**config.mk**
```make
export PLATFORM = sky130hd
export DESIGN_NAME = double_ended_queue_core
export DESIGN_NICKNAME = d
export VERILOG_FILES = /design/src/hdl/dq_pkg.sv /design/src/hdl/dq_front.sv /design/src/hdl/dq_op_fifo.sv /design/src/hdl/dq_back.sv /design/src/hdl/double_ended_queue_core.sv
export SDC_FILE = /design/constraint.sdc
export NUM_CORES = 2
export LEC_CHECK = 0
export ABC_AREA = 1
export ABC_CLOCK_PERIOD_IN_PS = 4450
export BUFFER_PORTS_ARGS = -buffer_cell sky130_fd_sc_hd__buf_2
export CORE_MARGIN = 4
export CORE_UTILIZATION = 30
export CTS_BUF_LIST = sky130_fd_sc_hd__clkbuf_4 sky130_fd_sc_hd__clkbuf_8 sky130_fd_sc_hd__clkbuf_16
export DETAILED_ROUTE_END_ITERATION = 6
export GPL_TIMING_DRIVEN = 0
export SLEW_MARGIN = 20
export SYNTH_ARGS = -nofsm -noshare
export SYNTH_HDL_FRONTEND = slang
export SYNTH_SLANG_ARGS = --single-unit
```
**constraint.sdc**
```tcl
create_clock -name clock -period 4.45 [get_ports clock]
set_input_delay 0.89 -clock clock [delete_from_list [all_inputs] [get_ports clock]]
set_output_delay 0.89 -clock clock [all_outputs]
set_load 0.01 [all_outputs]
```
**src/hdl/dq_pkg.sv**
```systemverilog
`timescale 1ns / 1ps
package dq_pkg;

   // Ring size and the widths that follow from it.
   localparam int DEPTH = 64;
   localparam int IDX_W = (DEPTH > 1) ? $clog2(DEPTH) : 1;
   localparam int CNT_W = $clog2(DEPTH + 1);
   localparam int SUM_W = CNT_W + 1;

   // Fixed field widths of the channels.
   localparam int CMD_W = 3;
   localparam int VAL_W = 32;
   localparam int STATUS_W = 2;
   localparam int OCC_W = 7;

   // Depth of the queue between the front and the back.
   localparam int OPQ_DEPTH = 2;
   localparam int OPQ_PTR_W = $clog2(OPQ_DEPTH);
   localparam int OPQ_CNT_W = $clog2(OPQ_DEPTH + 1);

   // Command codes on the request channel.
   localparam logic [CMD_W-1:0] CMD_PUSH_FRONT = 3'd0;
   localparam logic [CMD_W-1:0] CMD_PUSH_BACK = 3'd1;
   localparam logic [CMD_W-1:0] CMD_DROP_FRONT = 3'd2;
   localparam logic [CMD_W-1:0] CMD_DROP_BACK = 3'd3;
   localparam logic [CMD_W-1:0] CMD_READ_ALL = 3'd4;

   // Status codes on the response channel.
   localparam logic [STATUS_W-1:0] STATUS_DONE = 2'd0;
   localparam logic [STATUS_W-1:0] STATUS_EMPTY = 2'd1;
   localparam logic [STATUS_W-1:0] STATUS_FULL = 2'd2;

   typedef struct packed {
      logic [CMD_W-1:0] command;
      logic signed [VAL_W-1:0] value;
   } req_type;

   typedef struct packed {
      logic signed [VAL_W-1:0] element;
      logic [STATUS_W-1:0] status;
      logic [OCC_W-1:0] occupancy;
      logic last;
   } rsp_type;

   // Classified operation handed from the front to the back.
   typedef enum logic [2:0] {
      OP_PUSH_FRONT,
      OP_PUSH_BACK,
      OP_DROP_FRONT,
      OP_DROP_BACK,
      OP_READ_ALL,
      OP_NOP
   } op_code_type;

   typedef struct packed {
      op_code_type code;
      logic signed [VAL_W-1:0] value;
   } op_type;

   // Ring position base + off, where off is below DEPTH.
   function automatic logic [IDX_W-1:0] ring_add(input logic [IDX_W-1:0] base,
                                                 input logic [CNT_W-1:0] off);
      logic [SUM_W-1:0] sum;
      sum = SUM_W'(base) + SUM_W'(off);
      if (sum >= SUM_W'(DEPTH)) begin
         sum = sum - SUM_W'(DEPTH);
      end
      return sum[IDX_W-1:0];
   endfunction

endpackage

```
**src/hdl/dq_front.sv**
```systemverilog
`timescale 1ns / 1ps
module dq_front
   import dq_pkg::*;
(
   input  logic    req_valid,
   output logic    req_stall,
   input  req_type req_payload,
   input  logic    opq_full,
   output logic    opq_push,
   output op_type  opq_data
);

   // Requests are taken whenever the operation queue has room.
   assign req_stall = opq_full;
   assign opq_push  = req_valid && !opq_full;

   always_comb begin
      opq_data.value = req_payload.value;
      unique case (req_payload.command)
         CMD_PUSH_FRONT: opq_data.code = OP_PUSH_FRONT;
         CMD_PUSH_BACK:  opq_data.code = OP_PUSH_BACK;
         CMD_DROP_FRONT: opq_data.code = OP_DROP_FRONT;
         CMD_DROP_BACK:  opq_data.code = OP_DROP_BACK;
         CMD_READ_ALL:   opq_data.code = OP_READ_ALL;
         default:        opq_data.code = OP_NOP;
      endcase
   end

endmodule

```
**src/hdl/dq_op_fifo.sv**
```systemverilog
`timescale 1ns / 1ps
module dq_op_fifo
   import dq_pkg::*;
(
   input  logic   clock,
   input  logic   reset,
   input  logic   push,
   input  op_type push_data,
   output logic   full,
   input  logic   pop,
   output logic   head_valid,
   output op_type head_data
);

   op_type                 slot_ff [OPQ_DEPTH];
   logic [OPQ_PTR_W-1:0]   wr_ptr_ff, wr_ptr_in;
   logic [OPQ_PTR_W-1:0]   rd_ptr_ff, rd_ptr_in;
   logic [OPQ_CNT_W-1:0]   count_ff, count_in;
   logic                   do_push;
   logic                   do_pop;

   assign full       = (count_ff == OPQ_CNT_W'(OPQ_DEPTH));
   assign head_valid = (count_ff != '0);
   assign head_data  = slot_ff[rd_ptr_ff];
   assign do_push    = push && !full;
   assign do_pop     = pop && head_valid;

   always_comb begin
      wr_ptr_in = wr_ptr_ff;
      rd_ptr_in = rd_ptr_ff;
      count_in  = count_ff;
      if (do_push) begin
         wr_ptr_in = (wr_ptr_ff == OPQ_PTR_W'(OPQ_DEPTH - 1)) ? '0 : wr_ptr_ff + 1'b1;
      end
      if (do_pop) begin
         rd_ptr_in = (rd_ptr_ff == OPQ_PTR_W'(OPQ_DEPTH - 1)) ? '0 : rd_ptr_ff + 1'b1;
      end
      if (do_push && !do_pop) begin
         count_in = count_ff + 1'b1;
      end else if (do_pop && !do_push) begin
         count_in = count_ff - 1'b1;
      end
   end

   always_ff @(posedge clock) begin
      if (reset) begin
         wr_ptr_ff <= '0;
         rd_ptr_ff <= '0;
         count_ff  <= '0;
      end else begin
         wr_ptr_ff <= wr_ptr_in;
         rd_ptr_ff <= rd_ptr_in;
         count_ff  <= count_in;
      end
   end

   always_ff @(posedge clock) begin
      if (do_push) begin
         slot_ff[wr_ptr_ff] <= push_data;
      end
   end

endmodule

```
**src/hdl/dq_back.sv**
```systemverilog
`timescale 1ns / 1ps
module dq_back
   import dq_pkg::*;
(
   input  logic    clock,
   input  logic    reset,
   input  logic    op_valid,
   input  op_type  op_data,
   output logic    op_pop,
   output logic    rsp_valid,
   input  logic    rsp_stall,
   output rsp_type rsp_payload
);

   typedef enum logic [1:0] {
      ST_IDLE   = 2'b01,
      ST_STREAM = 2'b10
   } state_type;

   state_type          state_ff, state_in;
   logic [IDX_W-1:0]   front_ff, front_in;
   logic [CNT_W-1:0]   count_ff, count_in;
   logic [CNT_W-1:0]   idx_ff, idx_in;
   logic               pend_ff, pend_in;
   logic               pend_last_ff, pend_last_in;
   logic               rsp_valid_ff, rsp_valid_in;
   rsp_type            rsp_ff, rsp_in;

   logic signed [VAL_W-1:0] mem [DEPTH];
   logic signed [VAL_W-1:0] rd_data_ff;
   logic                    mem_we;
   logic [IDX_W-1:0]        mem_waddr;
   logic                    rd_en;
   logic [IDX_W-1:0]        rd_addr;

   logic               out_free;
   logic               is_full;
   logic               is_empty;
   logic               stream_last;
   logic [IDX_W-1:0]   front_dec;

   assign out_free    = !rsp_valid_ff || !rsp_stall;
   assign is_full     = (count_ff == CNT_W'(DEPTH));
   assign is_empty    = (count_ff == '0);
   assign stream_last = ((idx_ff + CNT_W'(1)) == count_ff);
   assign front_dec   = (front_ff == '0) ? IDX_W'(DEPTH - 1) : front_ff - 1'b1;
   assign rd_addr     = ring_add(front_ff, idx_ff);

   always_comb begin
      state_in     = state_ff;
      front_in     = front_ff;
      count_in     = count_ff;
      idx_in       = idx_ff;
      pend_in      = pend_ff;
      pend_last_in = pend_last_ff;
      rsp_valid_in = rsp_valid_ff && rsp_stall;
      rsp_in       = rsp_ff;
      op_pop       = 1'b0;
      mem_we       = 1'b0;
      mem_waddr    = front_dec;
      rd_en        = 1'b0;

      // The element held in the read register moves to the output once it is free.
      if (pend_ff && out_free) begin
         rsp_valid_in     = 1'b1;
         rsp_in.element   = rd_data_ff;
         rsp_in.status    = STATUS_DONE;
         rsp_in.occupancy = OCC_W'(count_ff);
         rsp_in.last      = pend_last_ff;
         pend_in          = 1'b0;
      end

      unique case (state_ff)
         ST_IDLE: begin
            if (op_valid && !pend_ff && out_free) begin
               op_pop           = 1'b1;
               rsp_valid_in     = 1'b1;
               rsp_in.element   = '0;
               rsp_in.status    = STATUS_DONE;
               rsp_in.occupancy = OCC_W'(count_ff);
               rsp_in.last      = 1'b1;
               unique case (op_data.code) inside
                  OP_PUSH_FRONT, OP_PUSH_BACK: begin
                     if (is_full) begin
                        rsp_in.status = STATUS_FULL;
                     end else begin
                        mem_we           = 1'b1;
                        count_in         = count_ff + 1'b1;
                        rsp_in.occupancy = OCC_W'(count_ff + 1'b1);
                        if (op_data.code == OP_PUSH_FRONT) begin
                           front_in = front_dec;
                        end else begin
                           mem_waddr = ring_add(front_ff, count_ff);
                        end
                     end
                  end
                  OP_DROP_FRONT, OP_DROP_BACK: begin
                     if (is_empty) begin
                        rsp_in.status = STATUS_EMPTY;
                     end else begin
                        count_in         = count_ff - 1'b1;
                        rsp_in.occupancy = OCC_W'(count_ff - 1'b1);
                        if (op_data.code == OP_DROP_FRONT) begin
                           front_in = ring_add(front_ff, CNT_W'(1));
                        end
                     end
                  end
                  OP_READ_ALL: begin
                     if (is_empty) begin
                        rsp_in.status = STATUS_EMPTY;
                     end else begin
                        rsp_valid_in = 1'b0;
                        idx_in       = '0;
                        state_in     = ST_STREAM;
                     end
                  end
                  default: begin
                  end
               endcase
            end
         end
         ST_STREAM: begin
            // Issue the next read when the read stage is empty or draining.
            if (!pend_ff || out_free) begin
               rd_en        = 1'b1;
               pend_in      = 1'b1;
               pend_last_in = stream_last;
               idx_in       = idx_ff + 1'b1;
               if (stream_last) begin
                  state_in = ST_IDLE;
               end
            end
         end
         default: begin
            state_in = ST_IDLE;
         end
      endcase
   end

   always_ff @(posedge clock) begin
      if (reset) begin
         state_ff     <= ST_IDLE;
         front_ff     <= '0;
         count_ff     <= '0;
         idx_ff       <= '0;
         pend_ff      <= 1'b0;
         rsp_valid_ff <= 1'b0;
      end else begin
         state_ff     <= state_in;
         front_ff     <= front_in;
         count_ff     <= count_in;
         idx_ff       <= idx_in;
         pend_ff      <= pend_in;
         rsp_valid_ff <= rsp_valid_in;
      end
   end

   always_ff @(posedge clock) begin
      pend_last_ff <= pend_last_in;
      rsp_ff       <= rsp_in;
   end

   always_ff @(posedge clock) begin
      if (mem_we) begin
         mem[mem_waddr] <= op_data.value;
      end
   end

   always_ff @(posedge clock) begin
      if (rd_en) begin
         rd_data_ff <= mem[rd_addr];
      end
   end

   assign rsp_valid   = rsp_valid_ff;
   assign rsp_payload = rsp_ff;

endmodule

```
**src/hdl/double_ended_queue_core.sv**
```systemverilog
`timescale 1ns / 1ps
// Double-ended queue of signed 32-bit words held in a ring of DEPTH entries.
// The request channel (req_valid, req_stall, req_payload) carries one
// command and one value per transaction: push front, push back, drop front,
// drop back, or read out every element from front to back. The response
// channel (rsp_valid, rsp_stall, rsp_payload) returns one transaction per
// push, drop, unused command or empty read-out, and one per stored element
// for a read-out, with last set on the final response of each request.
// A push or drop response passes the operation queue and the response
// register; a read-out also passes the stream state and the read register.
// While rsp_stall is low, push and drop requests sustain one transaction per
// cycle, and a read-out streams one element per cycle from the single
// registered read port of the entry memory; the back end takes its next
// request only after the last element has left the read stage.
// Reset clears the front index, the element count and all handshake state;
// entry contents are left as they are, since only occupied entries are read.
// A stalled response holds its payload; the back end then stops, the
// two-entry operation queue fills, and req_stall rises.
module double_ended_queue_core
   import dq_pkg::*;
(
   input  logic    clock,
   input  logic    reset,
   input  logic    req_valid,
   output logic    req_stall,
   input  req_type req_payload,
   output logic    rsp_valid,
   input  logic    rsp_stall,
   output rsp_type rsp_payload
);

   // Decoded operations travel from the front end to the back end through
   // a short queue, so that request acceptance and execution stall apart.
   logic   opq_full;
   logic   opq_push;
   op_type opq_push_data;
   logic   opq_pop;
   logic   opq_head_valid;
   op_type opq_head_data;

   dq_front u_front (
      .req_valid   (req_valid),
      .req_stall   (req_stall),
      .req_payload (req_payload),
      .opq_full    (opq_full),
      .opq_push    (opq_push),
      .opq_data    (opq_push_data)
   );

   dq_op_fifo u_op_fifo (
      .clock      (clock),
      .reset      (reset),
      .push       (opq_push),
      .push_data  (opq_push_data),
      .full       (opq_full),
      .pop        (opq_pop),
      .head_valid (opq_head_valid),
      .head_data  (opq_head_data)
   );

   // The back end owns the entry memory, the front index and the count.
   dq_back u_back (
      .clock       (clock),
      .reset       (reset),
      .op_valid    (opq_head_valid),
      .op_data     (opq_head_data),
      .op_pop      (opq_pop),
      .rsp_valid   (rsp_valid),
      .rsp_stall   (rsp_stall),
      .rsp_payload (rsp_payload)
   );

endmodule

```
## After elaboration in Yosys (flattened, before gate mapping)

Memory sizes are Yosys's and may differ from the RTL's. A register that Yosys moved wholly into a read port is not among the register bits.
Cells that the tools add are included.

- Bits in writable memories: 2118
- Flip-flop bits (word level): 71
- Output and inout bits: 44
- Logic and storage cells: 149
- Memories kept: 2
- Input port bits: 39

- Multiplexer cells: 61
- Add/subtract/negate cells: 14
- Reductions and logical operators: 33
- Eq/ne operators: 22
- $lt $le $gt $ge: 3

Memories:

| memory | depth | width | read ports | clocked after Yosys merged registers in | wr ports | line | source |
|---|---|---|---|---|---|---|---|
| u_back.mem | 64 | 32 | 1 | 1 | 1 | dq_back.sv:29 | `logic signed [VAL_W-1:0] mem [DEPTH];` |
| u_op_fifo.slot_ff | 2 | 35 | 1 | 1 | 1 | dq_op_fifo.sv:15 | `op_type slot_ff [OPQ_DEPTH];` |

Operator list:

| kind | count |
|---|---|
| two-way mux 42 bit | 3 |
| two-way mux 6 bit | 13 |
| two-way mux 7 bit | 6 |
| one-hot mux 7 bit (2 select lines) | 2 |
| two-way mux 1 bit | 25 |
| subtractor 6 x 1 -> 6 bit (second input constant) | 4 |
| adder 6 x 7 -> 8 bit | 2 |
| >= comparator 8 x 7 -> 1 bit (second input constant) | 2 |
| two-way mux 2 bit | 8 |
| one-hot mux 3 bit (5 select lines) | 1 |
| adder 7 x 1 -> 7 bit (second input constant) | 2 |
| == test 3 x 2 -> 1 bit (second input constant) | 4 |
| != test 2 x 1 -> 1 bit (second input constant) | 6 |
| one-hot mux 6 bit (2 select lines) | 1 |
| AND reduction 5 bit | 2 |
| logical AND 1 bit | 9 |
| one-hot mux 2 bit (2 select lines) | 2 |
| nonzero test 2 bit | 4 |
| adder 6 x 1 -> 7 bit (second input constant) | 1 |
| == test 7 bit | 1 |
| == test 7 bit (second input constant) | 1 |
| >= comparator 7 bit (second input constant) | 1 |
| logical NOT 7 bit | 1 |
| AND reduction 7 bit | 1 |
| other kinds (16) | 31 |

## Depth between registers and ports, before layout

- Depth after elaboration: 9
- Mapped depth: 16
- Depth with buffers taken out: 13

## Cells and area by module

From an unflattened synthesis, not the netlist that was laid out.

- Cell total of the unflattened synthesis: 7355
- Area total of the unflattened synthesis: 89502.1 um^2

Modules (own cells, without submodules):

| module | seq. area each (um^2) | area each (um^2) | cells each | times used |
|---|---|---|---|---|
| dq_back | 63811.2 | 86300.3 | 7168 | 1 |
| dq_op_fifo | 2202.1 | 2924.1 | 146 | 1 |
| dq_front | 0.0 | 277.8 | 41 | 1 |

## Worst setup path before layout

OpenSTA, ideal clock, no wires.

- Kind: input-to-reg
- Start point: in rsp_stall
- End point: mem u_back.mem[33][0] (enable)
- Arrival time: 3.475 ns
- Path slack: 0.554 ns
- Path buffers: 1
- Setup time: 0.421 ns
- Stages on the path: 8
- Required time: 4.029 ns
- Path through: nand2_1 > nand2_1 > nor3_2 > clkbuf_1 > nand2_1 > nor2_2 > nand2_1 > nor2_1

- Longest elaborated chain between the ends: 7
- Elaborated cells on any way between the ends: 9
- Those cells by class: mux (6); reduce/logical (3)

RTL lines:

| element | line | source |
|---|---|---|
| from (decl) | double_ended_queue_core.sv:28 | `input logic rsp_stall,` |
| logical NOT 1 bit * | dq_back.sv:42 | `assign out_free = !rsp_valid_ff \|\| !rsp_stall;` |
| logical OR 1 bit * | dq_back.sv:42 |  |
| logical AND 1 bit * | dq_back.sv:75 | `if (op_valid && !pend_ff && out_free) begin` |
| two-way mux 1 bit | dq_back.sv:75 |  |
| two-way mux 1 bit | dq_back.sv:73 | `unique case (state_ff)` |
| two-way mux 1 bit | dq_back.sv:164 | `if (mem_we) begin` |
| two-way mux 1 bit (implied by the code) | dq_back.sv:165 | `mem[mem_waddr] <= op_data.value;` |
| to (decl) | dq_back.sv:29 |  |

Every way passes the cells marked *; elsewhere a longest branch is shown, timed or not.

## Final worst setup path

- Start point: reg u_back.front_ff[0]
- End point: reg u_back.rd_data_ff[5], read port of u_back.mem, data pin

- Longest elaborated chain between the ends: 3
- Elaborated cells on any way between the ends: 4
- Those cells by class: add/sub (2); order compare (1); mux (1)

RTL lines:

| element | line | source |
|---|---|---|
| from (decl) | dq_back.sv:21 | `logic [IDX_W-1:0] front_ff, front_in;` |
| from (signal assigned) | dq_back.sv:150 | `front_ff <= front_in;` |
| adder 6 x 7 -> 8 bit * | dq_pkg.sv:64 | `sum = SUM_W'(base) + SUM_W'(off);` |
| >= comparator 8 x 7 -> 1 bit or subtractor 6 x 1 -> 6 bit (tied branches) | dq_pkg.sv:65, dq_pkg.sv:66 |  |
| two-way mux 6 bit * | dq_pkg.sv:65 | `if (sum >= SUM_W'(DEPTH)) begin` |
| to (decl) | dq_back.sv:30 | `logic signed [VAL_W-1:0] rd_data_ff;` |

Marks and branches as above.
A chain may end at the register's enable or synchronous reset.

==> flow_summary.toml <==
[clocking]
clkTransAtPathRegs_ns = 0.07
cts_tree = "done"
cts-htree-levels = 4
holdBufCountCts = 0
cts_sinks = 2222
cts-buffers-inserted = 218
clk_latency_ns = 0.89
root_buffer = "clkbuf_16"
clk_path_buf_depth = 3

[synth]
synth.top_cells.by_count = "edfxtp_1 (2151), nor2_1 (1724), o21ai_0 (1423), nand2_1 (923), inv_1 (345)"
synthArstFlopShare_pct = 0
synth.top_cells.by_area = "edfxtp_1 (71%), o21ai_0 (7.9%), nor2_1 (7.2%)"
ys_ff_latch = 2222
synth_flop_cell = "edfxtp_1"
netlist_instances = 7795
ys_seq_area_share_pct = 73.1
synth_area_um2 = 90300
syn-num-nets = 7853
synth_top_area_share_pct = 71.5
avgSynthCellArea_um2 = 11.6
synth.distinct_cells = 43
synth.largest_area_cell = "edfxtp_1"
yosys_warnings = 0
synth_edf_count = 2151
yosysMostFrequentCell = "edfxtp_1"

[critical_path]
critical_path.top_delay_family = "buffers and inverters"
critical_path_class = "flop to flop"
startpoint_type = "flop"
required_ns = 5.14
crit_arrival_ns = 5.24
crit_path_frequent_cell = "nand2_1"
r2r_start = "u_back.front_ff[0]$_SDFFE_PP0P_"
path_max_fanout = 10
slowest_delay_ns = 0.63
path_buf_inv = 5
crit_chain = "ha_1 > clkbuf_4 > inv_2 > clkbuf_2 > clkbuf_1 > o21ai_0 > nand2_1 > inv_1 > o21ai_0 > nand2_1 > nand3_1 > nand3_1 > nand2_1"
cpMaxStageDelayCell = "clkbuf_2"
r2r_setup_slack_ns = -0.10
endpoint_kind = "flop"
rr_worst_depth = 13
r2r-end = "u_back.rd_data_ff[5]$_DFFE_PP_"

[drt]
vias_per_cell = 5.08
ant_nets = 0
drtIter0Drc = 8333
drc = 0
routed_wl_mm = 296
first_pass_iters = 7
wl_per_cell_um = 23.9
num_vias = 62800

[timing]
setup_tns_ns = -0.168
tightest_slew_ns = 1.16
period_share_pct = 102
finalSetupViolations = 4
clock.fmax_ghz = 0.220
finalCriticalPeriod_ns = 4.55
rsz0062_at_grt = "true"
fin_skew_ns = 0.0426
hold-worst-slack_ns = 0.199
drv_slew = 0
finalHoldViolCount = 0
setup_ws_ns = -0.101
relSlewSlack_pct = 22.8

[grt]
grt_pass1_vias = 59300
grt_overflow_total = 0
grt_max_degree = 57
track_usage_pct = 18.4
grt_pass1_wl_mm = 415
antenna_found_initial = 21

[floorplanning]
initial_core_util_pct = 30.1
rows = 201
fp.dieH_um = 557
ioPinCount = 83
core_area_um2 = 300000
dieArea_um2 = 310000
die_width_um = 557

[placed_design]
place_congestion = 0.989
portBuffers = 82
hpwl_mm = 211

[power]
p_per_area_nw_per_um2 = 665
peakVddDrop_v = 0.000488
p_leak_uw = 0.0367

[min_path]
worstHoldPathCells = 1
hp-class = "input pin to flop"
whs_endpoint = "u_op_fifo.slot_ff[0][2]$_DFFE_PP_"
min-delay-start = "req_payload[2]"

[status]
violations = "setup timing"
status = "complete, but fails checks"

[final_layout]
drive_gt1_share_pct = 10.3
nets = 8275
syn_to_final_growth_pct = 17.8

[flow_run]
cap_violations = 0
[cells in the final DEF, fill, tap and decap left out, types with 76 or more instances in the layout]
| cell | n |
|---|---|
| buf_2 | 176 |
| edfxtp_1 | 2151 |
| nand3_1 | 234 |
| buf_12 | 76 |
| inv_1 | 343 |
| clkbuf_1 | 294 |
| o21ai_0 | 1409 |
| o21ai_1 | 140 |
| nor2_1 | 1658 |
| nand2_1 | 887 |
| o22ai_1 | 128 |
| clkbuf_16 | 219 |
[kinds of logic (layout without fill, tap and decap cells)]
| kind of cell | after synthesis | in the layout | synth area share, % |
|---|---|---|---|
| other | 0 | 10 | 0 |
| AND/OR/NAND/NOR | 2924 | 2924 | 12.7 |
| buffers and inverters | 837 | 1438 | 3.70 |
| flip-flops | 2222 | 2222 | 73.1 |
| adder cells (fa/ha/maj) | 19 | 19 | 0.280 |
| AO/OA/AOI/OAI | 1771 | 1771 | 10.1 |
| XOR/XNOR | 22 | 22 | 0.222 |
[registers in the layout, indices dropped and copies added, names as in the netlist, named ones only]
name	flops
u_back.mem	2048
u_back.rsp_payload	42
u_back.front_ff	6
u_back.idx_ff	7
u_op_fifo.slot_ff	70
u_back.rsp_valid	1
u_back.pend_ff	1
u_op_fifo.rd_ptr_ff	1
u_back.rd_data_ff	32
u_op_fifo.wr_ptr_ff	1
u_back.count_ff	7
u_op_fifo.count_ff	2
u_back.pend_last_ff	1
u_back.state_ff	2
[worst max-delay path by stage]
stage	from	to	slack [ns]	cells after the start
global placement	rsp_stall	u_back.mem[41][29]$_DFFE_PP_	-3.62	9
detailed placement	u_back.front_ff[0]$_SDFFE_PP0P_	u_back.rd_data_ff[9]$_DFFE_PP_	-0.60	13
CTS	u_back.front_ff[0]$_SDFFE_PP0P_	u_back.rd_data_ff[18]$_DFFE_PP_	0.0003	13
global route	u_back.front_ff[0]$_SDFFE_PP0P_	u_back.rd_data_ff[29]$_DFFE_PP_	-0.04	14
finish	u_back.front_ff[0]$_SDFFE_PP0P_	u_back.rd_data_ff[5]$_DFFE_PP_	-0.10	13
floorplan	rsp_stall	u_back.mem[33][0]$_DFFE_PP_	0.55	8
[report_power, final]
group / switching, uW / internal [uW]
clock network: 8090 / 10700
registers: 174 / 26100
logic: 20100 / 5580
[repair_timing]
action,4_1_cts,5_1_grt
resized for setup,32,48
pin swaps,0,8
setup endpoints to repair,32,167
buffers inserted,2,15
[stage by stage]
step                setup slack (ns)  power [uW]  instance area [um^2]  instances  utilization [%]
global placement               -3.62       50900                 95700      11800             31.9
floorplan                      0.554       38900                 90300       7795                -
detailed placement            -0.603       51700                 98800      11900             33.0
CTS                         0.000269       70300                106000      12300             35.4
finish                        -0.101       70700                106000      12400             35.5
global route                 -0.0389       73200                106000      12400             35.5
[cell type report]
class                   count  area, um^2
clock buffers             271        5910
diodes                     10        25.0
repair buffers            202        2960
clock inverters           128        1350
plain buffers             483        2110
well taps                3958        4950
flip-flops and latches   2222       66000
inverters                 354        1340
fillers                 29000      193000
multi-input cells        4736       21800
[layer usage]
layer | GRT usage (%) | share of wire (%) | vias up
met3 | 3.24 | 8.9 | 571
met1 | 23.7 | 39 | 31000
met2 | 30.0 | 47 | 3032
met4 | 8.85 | 5.3 | 0
met5 | 0 | 0 | -
li1 | - | - | 28100
No activity file was read; power rests on OpenSTA's default activity.
